`config.mk`:
```
export PLATFORM = sky130hd
export DESIGN_NAME = radar_frame_reassembler_top
export DESIGN_NICKNAME = d
export VERILOG_FILES = /design/src/hw/rtl/rfr_pkg.sv /design/src/hw/rtl/rfr_core.sv /design/src/hw/rtl/rfr_out_fifo.sv /design/src/hw/rtl/radar_frame_reassembler_top.sv
export SDC_FILE = /design/constraint.sdc
export NUM_CORES = 1
export LEC_CHECK = 0
export BUFFER_PORTS_ARGS = -buffer_cell sky130_fd_sc_hd__buf_2
export CAP_MARGIN = 5
export CELL_PAD_IN_SITES_DETAIL_PLACEMENT = 0
export CELL_PAD_IN_SITES_GLOBAL_PLACEMENT = 1
export CORE_MARGIN = 5
export CORE_UTILIZATION = 47
export CTS_BUF_LIST = sky130_fd_sc_hd__clkbuf_4 sky130_fd_sc_hd__clkbuf_8
export DETAILED_ROUTE_END_ITERATION = 6
export PLACE_DENSITY = 0.84
export SYNTH_ARGS = -nofsm -noshare
export SYNTH_HDL_FRONTEND = slang
export SYNTH_SLANG_ARGS = --single-unit
```
`constraint.sdc`:
```
create_clock -name clk_i -period 7.7 [get_ports clk_i]
set_input_delay 0.77 -clock clk_i [delete_from_list [all_inputs] [get_ports clk_i]]
set_output_delay 0.77 -clock clk_i [all_outputs]
set_load 0.05 [all_outputs]
```
`src/hw/rtl/rfr_pkg.sv`:
```
// radar frame reassembler package: sizes, packet class codes, result types
// used by rfr_core, rfr_out_fifo and radar_frame_reassembler_top; no dependencies
`default_nettype none

package rfr_pkg;

  localparam int unsigned BUFFER_BYTES = 4194304;
  localparam int unsigned HEADER_BYTES = 40;
  localparam int unsigned POS_W        = 6;
  localparam int unsigned OFFSET_W     = 23;
  localparam int unsigned ADDR_W       = 22;
  localparam int unsigned COUNT_W      = 32;
  localparam int unsigned FIFO_DEPTH   = 4;
  localparam int unsigned FIFO_PTR_W   = $clog2(FIFO_DEPTH);

  localparam logic [OFFSET_W-1:0] THRESHOLD_RESET = 23'd3000000;
  localparam logic [OFFSET_W-1:0] BUFFER_LIMIT    = OFFSET_W'(BUFFER_BYTES);

  localparam logic [31:0] MAGIC_HEAD_A = 32'h00BE0001;
  localparam logic [31:0] MAGIC_HEAD_B = 32'hEFBE0001;
  localparam logic [31:0] MAGIC_BODY   = 32'h00000001;
  localparam logic [31:0] MAGIC_TAIL   = 32'hEF000001;

  localparam logic [1:0] CLS_IGNORED = 2'd0;
  localparam logic [1:0] CLS_HEAD    = 2'd1;
  localparam logic [1:0] CLS_BODY    = 2'd2;
  localparam logic [1:0] CLS_TAIL    = 2'd3;

  localparam logic KIND_STORE    = 1'b0;
  localparam logic KIND_COMPLETE = 1'b1;

  typedef struct packed {
    logic                kind;
    logic [ADDR_W-1:0]   store_address;
    logic [7:0]          store_value;
    logic [OFFSET_W-1:0] frame_length;
    logic [COUNT_W-1:0]  dropped_frames;
    logic [COUNT_W-1:0]  total_frames;
    logic                is_last;
  } res_t;

  typedef struct packed {
    logic [1:0] cnt;
    res_t       first;
    res_t       second;
  } push_t;

endpackage

`default_nettype wire

```
`src/hw/rtl/rfr_core.sv`:
```
// rfr_core: header parsing, frame bookkeeping and result generation per byte
// depends on rfr_pkg
`default_nettype none

module rfr_core (
  input  wire logic                         clk_i,
  input  wire logic                         rst_ni,
  input  wire logic                         step_i,
  input  wire logic [7:0]                   byte_i,
  input  wire logic                         end_i,
  input  wire logic                         cfg_we_i,
  input  wire logic [rfr_pkg::OFFSET_W-1:0] cfg_wdata_i,
  output rfr_pkg::push_t                    push_o
);
  import rfr_pkg::*;

  localparam logic [POS_W-1:0] HdrPos  = POS_W'(HEADER_BYTES);
  localparam logic [POS_W-1:0] LastHdr = POS_W'(HEADER_BYTES - 1);

  logic [POS_W-1:0]    pos_q, pos_d;
  logic [31:0]         magic_q, magic_d;
  logic [31:0]         fid_q, fid_d;
  logic [1:0]          cls_q, cls_d;
  logic                coll_q, coll_d;
  logic [OFFSET_W-1:0] offset_q, offset_d;
  logic [31:0]         prev_q, prev_d;
  logic [COUNT_W-1:0]  drop_q, drop_d;
  logic [COUNT_W-1:0]  frame_q, frame_d;
  logic [OFFSET_W-1:0] thr_q;

  logic                store;
  logic                done;
  logic [OFFSET_W-1:0] done_len;
  logic [31:0]         skip_add;
  res_t                res_store;
  res_t                res_done;

  always_comb begin
    pos_d    = pos_q;
    magic_d  = magic_q;
    fid_d    = fid_q;
    cls_d    = cls_q;
    coll_d   = coll_q;
    offset_d = offset_q;
    prev_d   = prev_q;
    drop_d   = drop_q;
    frame_d  = frame_q;
    store    = 1'b0;
    done     = 1'b0;
    done_len = offset_q;
    skip_add = '0;
    if (step_i) begin
      if (pos_q < HdrPos) begin
        if (pos_q >= 6'd12 && pos_q <= 6'd15) begin
          magic_d = {byte_i, magic_q[31:8]};
        end else if (pos_q >= 6'd16 && pos_q <= 6'd19) begin
          fid_d = {byte_i, fid_q[31:8]};
        end
        if (pos_q == LastHdr) begin
          if (magic_d == MAGIC_HEAD_A || magic_d == MAGIC_HEAD_B) begin
            cls_d = CLS_HEAD;
          end else if (magic_d == MAGIC_BODY) begin
            cls_d = CLS_BODY;
          end else if (magic_d == MAGIC_TAIL) begin
            cls_d = CLS_TAIL;
          end else begin
            cls_d = CLS_IGNORED;
          end
          if (cls_d == CLS_HEAD) begin
            // skipped frame ids count as drops
            if (prev_q != '0 && fid_d > prev_q + 32'd1) begin
              skip_add = fid_d - prev_q - 32'd1;
            end
            drop_d   = drop_q + skip_add + {31'd0, coll_q};
            frame_d  = frame_q + {31'd0, ~coll_q};
            prev_d   = fid_d;
            offset_d = '0;
            coll_d   = 1'b1;
          end
        end
        pos_d = pos_q + 6'd1;
      end else if (cls_q != CLS_IGNORED && coll_q && offset_q < BUFFER_LIMIT) begin
        store    = 1'b1;
        offset_d = offset_q + 23'd1;
      end
      if (end_i) begin
        if (pos_q >= LastHdr && cls_d == CLS_TAIL && coll_d) begin
          if (offset_d > thr_q) begin
            done     = 1'b1;
            done_len = offset_d;
            offset_d = '0;
          end
          coll_d = 1'b0;
        end
        pos_d   = '0;
        magic_d = '0;
        fid_d   = '0;
        cls_d   = CLS_IGNORED;
      end
    end
  end

  always_comb begin
    res_store.kind           = KIND_STORE;
    res_store.store_address  = offset_q[ADDR_W-1:0];
    res_store.store_value    = byte_i;
    res_store.frame_length   = '0;
    res_store.dropped_frames = drop_d;
    res_store.total_frames   = frame_d;
    res_store.is_last        = ~done;

    res_done.kind           = KIND_COMPLETE;
    res_done.store_address  = '0;
    res_done.store_value    = '0;
    res_done.frame_length   = done_len;
    res_done.dropped_frames = drop_d;
    res_done.total_frames   = frame_d;
    res_done.is_last        = 1'b1;

    push_o.cnt    = 2'({1'b0, store} + {1'b0, done});
    push_o.first  = store ? res_store : res_done;
    push_o.second = res_done;
  end

  always_ff @(posedge clk_i or negedge rst_ni) begin
    if (!rst_ni) begin
      pos_q    <= '0;
      magic_q  <= '0;
      fid_q    <= '0;
      cls_q    <= CLS_IGNORED;
      coll_q   <= 1'b0;
      offset_q <= '0;
      prev_q   <= '0;
      drop_q   <= '0;
      frame_q  <= '0;
      thr_q    <= THRESHOLD_RESET;
    end else begin
      pos_q    <= pos_d;
      magic_q  <= magic_d;
      fid_q    <= fid_d;
      cls_q    <= cls_d;
      coll_q   <= coll_d;
      offset_q <= offset_d;
      prev_q   <= prev_d;
      drop_q   <= drop_d;
      frame_q  <= frame_d;
      if (cfg_we_i) begin
        thr_q <= cfg_wdata_i;
      end
    end
  end

  a_store_in_buffer: assert property (@(posedge clk_i) disable iff (!rst_ni)
    store |-> offset_q < BUFFER_LIMIT)
    else $error("store beyond buffer end");

  a_complete_over_thr: assert property (@(posedge clk_i) disable iff (!rst_ni)
    done |-> (done_len > thr_q && step_i && end_i))
    else $error("frame complete without tail end above threshold");

  a_end_clears_pos: assert property (@(posedge clk_i) disable iff (!rst_ni)
    (step_i && end_i) |=> (pos_q == '0 && cls_q == CLS_IGNORED && !offset_q[OFFSET_W-1]
                            || pos_q == '0 && cls_q == CLS_IGNORED))
    else $error("packet end did not restart header parsing");

  a_pos_bounded: assert property (@(posedge clk_i) disable iff (!rst_ni)
    pos_q <= HdrPos)
    else $error("header position ran past header length");

endmodule

`default_nettype wire

```
`src/hw/rtl/rfr_out_fifo.sv`:
```
// rfr_out_fifo: small result queue taking up to two results per cycle while room_o is set
// depends on rfr_pkg
`default_nettype none

module rfr_out_fifo (
  input  wire logic  clk_i,
  input  wire logic  rst_ni,
  input  wire rfr_pkg::push_t push_i,
  output logic       room_o,
  output logic       out_valid_o,
  input  wire logic  out_ready_i,
  output rfr_pkg::res_t out_o
);
  import rfr_pkg::*;

  localparam logic [FIFO_PTR_W:0] Depth   = (FIFO_PTR_W+1)'(FIFO_DEPTH);
  localparam logic [FIFO_PTR_W:0] RoomMax = (FIFO_PTR_W+1)'(FIFO_DEPTH - 2);

  res_t                  mem [FIFO_DEPTH];
  logic [FIFO_PTR_W-1:0] wptr_q, wptr_d;
  logic [FIFO_PTR_W-1:0] rptr_q, rptr_d;
  logic [FIFO_PTR_W:0]   cnt_q, cnt_d;
  logic                  pop;
  logic [FIFO_PTR_W-1:0] wptr_nxt;

  assign room_o      = cnt_q <= RoomMax;
  assign out_valid_o = cnt_q != '0;
  assign out_o       = mem[rptr_q];
  assign pop         = out_valid_o & out_ready_i;
  assign wptr_nxt    = wptr_q + FIFO_PTR_W'(1);

  always_comb begin
    wptr_d = wptr_q + FIFO_PTR_W'(push_i.cnt);
    rptr_d = rptr_q + FIFO_PTR_W'(pop);
    cnt_d  = cnt_q + (FIFO_PTR_W+1)'(push_i.cnt) - (FIFO_PTR_W+1)'(pop);
  end

  always_ff @(posedge clk_i) begin
    if (push_i.cnt != 2'd0) begin
      mem[wptr_q] <= push_i.first;
    end
    if (push_i.cnt == 2'd2) begin
      mem[wptr_nxt] <= push_i.second;
    end
  end

  always_ff @(posedge clk_i or negedge rst_ni) begin
    if (!rst_ni) begin
      wptr_q <= '0;
      rptr_q <= '0;
      cnt_q  <= '0;
    end else begin
      wptr_q <= wptr_d;
      rptr_q <= rptr_d;
      cnt_q  <= cnt_d;
    end
  end

  a_push_has_room: assert property (@(posedge clk_i) disable iff (!rst_ni)
    (push_i.cnt != 2'd0) |-> room_o)
    else $error("result push into full queue");

  a_push_cnt_ok: assert property (@(posedge clk_i) disable iff (!rst_ni)
    push_i.cnt != 2'd3)
    else $error("more than two results for one byte");

  a_cnt_bounded: assert property (@(posedge clk_i) disable iff (!rst_ni)
    cnt_q <= Depth)
    else $error("queue occupancy overflow");

  a_ptr_gap: assert property (@(posedge clk_i) disable iff (!rst_ni)
    FIFO_PTR_W'(wptr_q - rptr_q) == cnt_q[FIFO_PTR_W-1:0])
    else $error("queue pointers disagree with occupancy");

endmodule

`default_nettype wire

```
`src/hw/rtl/radar_frame_reassembler_top.sv`:
```
// radar frame reassembler top: input register, per-byte core, result queue
// path: input register, core, result queue; throughput: one byte per cycle
// if the queue has room; a byte with a store and a frame-complete result
// needs two output transfers, set by the single result port
// reset: asynchronous active-low; counters, offset, parsing state cleared,
// threshold back to 3000000, result queue emptied
`default_nettype none

module radar_frame_reassembler_top (
  input  wire logic                         clk_i,
  input  wire logic                         rst_ni,
  input  wire logic                         in_valid_i,
  output logic                              in_ready_o,
  input  wire logic [7:0]                   payload_byte_i,
  input  wire logic                         packet_end_i,
  output logic                              out_valid_o,
  input  wire logic                         out_ready_i,
  output logic                              kind_o,
  output logic [rfr_pkg::ADDR_W-1:0]        store_address_o,
  output logic [7:0]                        store_value_o,
  output logic [rfr_pkg::OFFSET_W-1:0]      frame_length_o,
  output logic [rfr_pkg::COUNT_W-1:0]       dropped_frames_o,
  output logic [rfr_pkg::COUNT_W-1:0]       total_frames_o,
  output logic                              is_last_o,
  input  wire logic                         cfg_we_i,
  input  wire logic [rfr_pkg::OFFSET_W-1:0] cfg_wdata_i
);
  import rfr_pkg::*;

  logic       in_vld_q, in_vld_d;
  logic [7:0] byte_q;
  logic       end_q;
  logic       room;
  logic       step;
  push_t      push;
  res_t       res;

  assign step       = in_vld_q & room;
  assign in_ready_o = ~in_vld_q | step;

  always_comb begin
    in_vld_d = in_vld_q;
    if (in_valid_i && in_ready_o) begin
      in_vld_d = 1'b1;
    end else if (step) begin
      in_vld_d = 1'b0;
    end
  end

  always_ff @(posedge clk_i or negedge rst_ni) begin
    if (!rst_ni) begin
      in_vld_q <= 1'b0;
    end else begin
      in_vld_q <= in_vld_d;
    end
  end

  always_ff @(posedge clk_i) begin
    if (in_valid_i && in_ready_o) begin
      byte_q <= payload_byte_i;
      end_q  <= packet_end_i;
    end
  end

  rfr_core u_core (
    .clk_i       (clk_i),
    .rst_ni      (rst_ni),
    .step_i      (step),
    .byte_i      (byte_q),
    .end_i       (end_q),
    .cfg_we_i    (cfg_we_i),
    .cfg_wdata_i (cfg_wdata_i),
    .push_o      (push)
  );

  rfr_out_fifo u_fifo (
    .clk_i       (clk_i),
    .rst_ni      (rst_ni),
    .push_i      (push),
    .room_o      (room),
    .out_valid_o (out_valid_o),
    .out_ready_i (out_ready_i),
    .out_o       (res)
  );

  assign kind_o           = res.kind;
  assign store_address_o  = res.store_address;
  assign store_value_o    = res.store_value;
  assign frame_length_o   = res.frame_length;
  assign dropped_frames_o = res.dropped_frames;
  assign total_frames_o   = res.total_frames;
  assign is_last_o        = res.is_last;

  a_stage_drains: assert property (@(posedge clk_i) disable iff (!rst_ni)
    (in_vld_q && room && !(in_valid_i && in_ready_o)) |=> !in_vld_q)
    else $error("input stage held after processing");

  a_no_overwrite: assert property (@(posedge clk_i) disable iff (!rst_ni)
    (in_vld_q && !room) |-> !in_ready_o)
    else $error("input stage overwritten while stalled");

  a_push_only_on_step: assert property (@(posedge clk_i) disable iff (!rst_ni)
    (push.cnt != 2'd0) |-> step)
    else $error("result produced without a byte in process");

endmodule

`default_nettype wire
```
==> metrics.md <==
| Metric | Value |
|---|---|
| Y dimension of the die | `282 µm` |
| Average routed wire per standard cell | `between 20 and 25 µm` |
| Number of search-and-repair iterations in the first detailed-routing pass | `5` |
| Headroom to the max-slew limit | `about 16%` |
| Die ar. | `79,500 µm²` |
| Crit share post-route | `between 90 and 100%` |
| Cells taking the most area after synthesis | `sky130_fd_sc_hd__edfxtp_1 31%, sky130_fd_sc_hd__dfrtp_1 15%, sky130_fd_sc_hd__mux4_2 7.7%` |
| Final Hold Slack | `roughly 0.020 ns` |
| Setup TNS | `0 ns` |
| Top achievable clock speed | `139 MHz` |
| Drt first-iter violations | `2,124` |
| Highest fanout seen on the critical path | `33` |
| Total of cells resized after clock tree synthesis | `0` |
| Share of synthesized registers carrying an async set or reset | `31.5%` |
| Commonest cells after routing, fill and taps aside | `456 x sky130_fd_sc_hd__nor2_1, 357 x sky130_fd_sc_hd__edfxtp_1, 211 x sky130_fd_sc_hd__dfrtp_1, 203 x sky130_fd_sc_hd__nand2_1, 180 x sky130_fd_sc_hd__inv_1` |
| Source-to-sink clock delay at the later pin of the worst-skew pair | `0.75 ns` |
| Total of warnings raised by yosys | `0` |
| Total length of routed met2 wires | `about 42 mm` |
| Buffers inserted during post-CTS setup optimization | `0` |
| Initial Util | `47.5%` |
| Synth Instances | `3,053` |
| Number of rows created at floorplan | `99` |
| Peak supply drop | `0.000178 V` |
| Mean area per synthesized cell | `11.4 µm²` |
| Leakage power summed over all cells | `~15 nW` |
| Antenna violations before repair | `2` |
| TritonCTS clock tree | `built` |
| Last weighted congestion value of the routability-driven placer | `0.948` |
| Via count of the routed design | `about 25,000` |
| Top metal layer carrying routed signals | `met5` |
| Layout Nets | `between 3,000 and 4,000` |
| Maximum clock path buffer count | `3` |
| Final critical delay including setup and external delays | `7.20 ns` |
| Worst slew pin tran | `1.26 ns` |
| Mean number of vias per cell | `approximately 5.8` |
| Length of routed wiring on met1 | `39.0 mm` |
| Kind of path behind the tightest hold check | `in -> async` |
| Worst path arrival time | `around 8 ns` |
| Leading cell type in the layout, fill and taps excluded | `sky130_fd_sc_hd__nor2_1` |
| Pin count of the biggest net entering global routing | `146` |
| Proportion of layout cells with a drive suffix above 1 | `17.6%` |
| Setup CP Type | `reg -> reg` |
| Worst-case clock skew | `0.0477 ns` |
| Residual DRC | `0` |
| Power density relative to cell area | `218 nW/µm²` |
| Core region area | `73,200 µm²` |
| Most instantiated flip-flop cell in the synthesis netlist | `sky130_fd_sc_hd__edfxtp_1` |
| Total of buffers placed on input and output ports | `157` |
| Number of enable-type register cells in the synthesized netlist | `357` |
| Flops & latches, synth | `708` |
| GRT Resource Usage Total | `22.2%` |
| Drt total wl | `89.7 mm` |
| Post-synth cell types | `78` |
| Outcome | `completed` |
| Number of maximum-capacitance constraint violations | `0` |
| Clock root buffer master | `sky130_fd_sc_hd__clkbuf_8` |
| Critical path endpoint category | `flip-flop` |
| Number of primary I/O pins | `about 160` |
| Area growth syn-to-layout | `12.6%` |
| CP Launch Type | `flip-flop` |
| Number of CTS-inserted buffers | `113` |
| Yosys top cell area share | `30.8%` |
| Synthesized net count | `about 3,200` |
| Sequential-to-total area share from yosys stat | `54.3%` |
| Grt ovf | `0` |
| Number of endpoints with negative hold slack in the final report | `0` |
| Critical path data required time | `8.28 ns` |
| Wire length of the first global-routing pass | `between 100 and 150 mm` |
| Die extent in x | `282 µm` |
| Clock-pin transition on the worst setup and hold timing paths | `0.06 ns` |
| Via count of the first global-routing pass | `roughly 25,000` |
| Post-CTS Hold Buffers | `0` |
| Endpoints failing setup | `0` |
| Largest area contributor in the netlist | `sky130_fd_sc_hd__edfxtp_1` |
| Total clock sinks | `708` |
| Syn Std Cell Area | `34,800 µm²` |
| Maximum level of the CTS H-tree | `3` |
| Routed length on met3 | `5.99 mm` |
| HPWL reported at the end of detailed placement | `59.8 mm` |
| Final count of pins violating max slew | `0` |
| Antenna-violating nets left | `0` |
==> flip-flops by register name, summed over array words and instances, names as in the netlist <==
| signal | flops |
|---|---|
| u_core.fid_q | 32 |
| u_core.drop_q | 32 |
| byte_q | 8 |
| u_fifo.rptr_q | 2 |
| end_q | 1 |
| u_core.offset_q | 23 |
| u_core.cls_q | 2 |
| u_core.coll_q | 1 |
| u_fifo.mem | 476 |
| u_core.thr_q | 23 |
| u_core.frame_q | 32 |
| u_core.magic_q | 32 |
| u_fifo.wptr_q | 2 |
| u_core.prev_q | 32 |
| in_vld_q | 1 |
| u_core.pos_q | 6 |
| u_fifo.cnt_q | 3 |
==> cells by family after synthesis <==
kind of cell | count (synthesis) | synth area share [%]
compound gates | 601 | 11.9
xor+xnor | 121 | 3.05
fa+ha+maj | 136 | 4.98
buf+inv | 364 | 3.98
flops | 708 | 54.3
mux | 198 | 10.0
simple gates | 925 | 11.8
==> cell usage after synthesis, drive strengths merged, types with 20 or more instances <==
cell	n
xor2	39
nand3	65
buf	33
clkbuf	147
ha	132
dfrtp	213
xnor2	82
nand4	42
and3	22
o21ai	158
inv	184
mux2i	72
edfxtp	357
nand2	205
mux4	119
nor2	461
nor4	20
a21o	48
a22o	174
dfxtp	128
a21oi	105
nor3	38
==> metrics by stage <==
step	cell area [µm²]	worst slack [ns]	util, %	total power [W]	instances
final	39100	0.501	53.5	0.00852	4247
after global routing	39100	-0.000510	53.5	0.00885	4247
after detailed placement	36600	0.293	50.0	0.00514	4030
after floorplan	34800	0.419	-	0.00485	3053
after global placement	36600	0.444	50.0	0.00512	4030
after CTS	39100	0.252	53.4	0.00860	4246
==> worst max-delay path, stage by stage (launching register included) <==
cell and delay, ns:
sky130_fd_sc_hd__dfrtp_1 0.45, sky130_fd_sc_hd__nand4bb_1 0.57, sky130_fd_sc_hd__mux2i_1 0.51, sky130_fd_sc_hd__and4_1 0.36
sky130_fd_sc_hd__nor2_1 0.10, sky130_fd_sc_hd__or3_1 0.55, sky130_fd_sc_hd__nand3_1 0.14, sky130_fd_sc_hd__o21ai_0 0.11
sky130_fd_sc_hd__ha_1 0.32, sky130_fd_sc_hd__and2_1 0.14, sky130_fd_sc_hd__nand4_1 0.14, sky130_fd_sc_hd__or4_1 0.54
sky130_fd_sc_hd__a221oi_1 0.24, sky130_fd_sc_hd__a211oi_1 0.08, sky130_fd_sc_hd__a211o_1 0.47, sky130_fd_sc_hd__nor2_4 0.20
sky130_fd_sc_hd__inv_1 0.06, sky130_fd_sc_hd__ha_1 0.24, sky130_fd_sc_hd__nor2_1 0.46, sky130_fd_sc_hd__a21oi_4 0.35
sky130_fd_sc_hd__inv_4 0.42, sky130_fd_sc_hd__buf_12 0.29, sky130_fd_sc_hd__nand2_1 0.08, sky130_fd_sc_hd__mux2i_1 0.15
==> power by group <==
part,leakage [nW],internal (W),switching [W]
clock,1.33,0.00192,0.00154
combinational,7.34,0.000334,0.000576
sequential,6.55,0.00400,0.000142
total,15.2,0.00625,0.00226
==> path summary, 6_finish.rpt <==
| kind | from | end | slack (ns) | depth (start not counted) |
|---|---|---|---|---|
| max in group asynchronous | rst_ni | u_core.thr_q[12]$_DFFE_PN0P_ | 6.43 | 2 |
| max | u_core.pos_q[4]$_DFFE_PN0P_ | u_fifo.mem[2][64]$_DFFE_PP_ | 0.50 | 23 |
| min in group clk_i | payload_byte_i[3] | byte_q[3]$_DFFE_PP_ | 0.20 | 1 |
| max reg2reg | u_core.pos_q[4]$_DFFE_PN0P_ | u_fifo.mem[2][64]$_DFFE_PP_ | 0.50 | 23 |
| min | rst_ni | u_core.drop_q[31]$_DFF_PN0_ | 0.02 | 1 |
| min reg2reg | u_fifo.mem[0][118]$_SDFFE_PP1P_ | u_fifo.mem[0][118]$_SDFFE_PP1P_ | 0.45 | 2 |
==> layer usage <==
metal	vias to the layer above	global-route usage (%)
li1	11400	-
met1	12300	30.5
met2	821	36.2
met3	156	4.34
met4	2	6.74
met5	-	0
==> cell type report <==
class,instances,area (µm²)
diodes,1,2.50
clock buffers,186,2250
multi-input cells,1981,14600
repair buffers,198,1240
clock inverters,30,243
fillers,6168,34100
inverters,184,701
flip-flops and latches,708,18900
well taps,959,1200
Note: power is estimated with default switching activity, not from simulation.
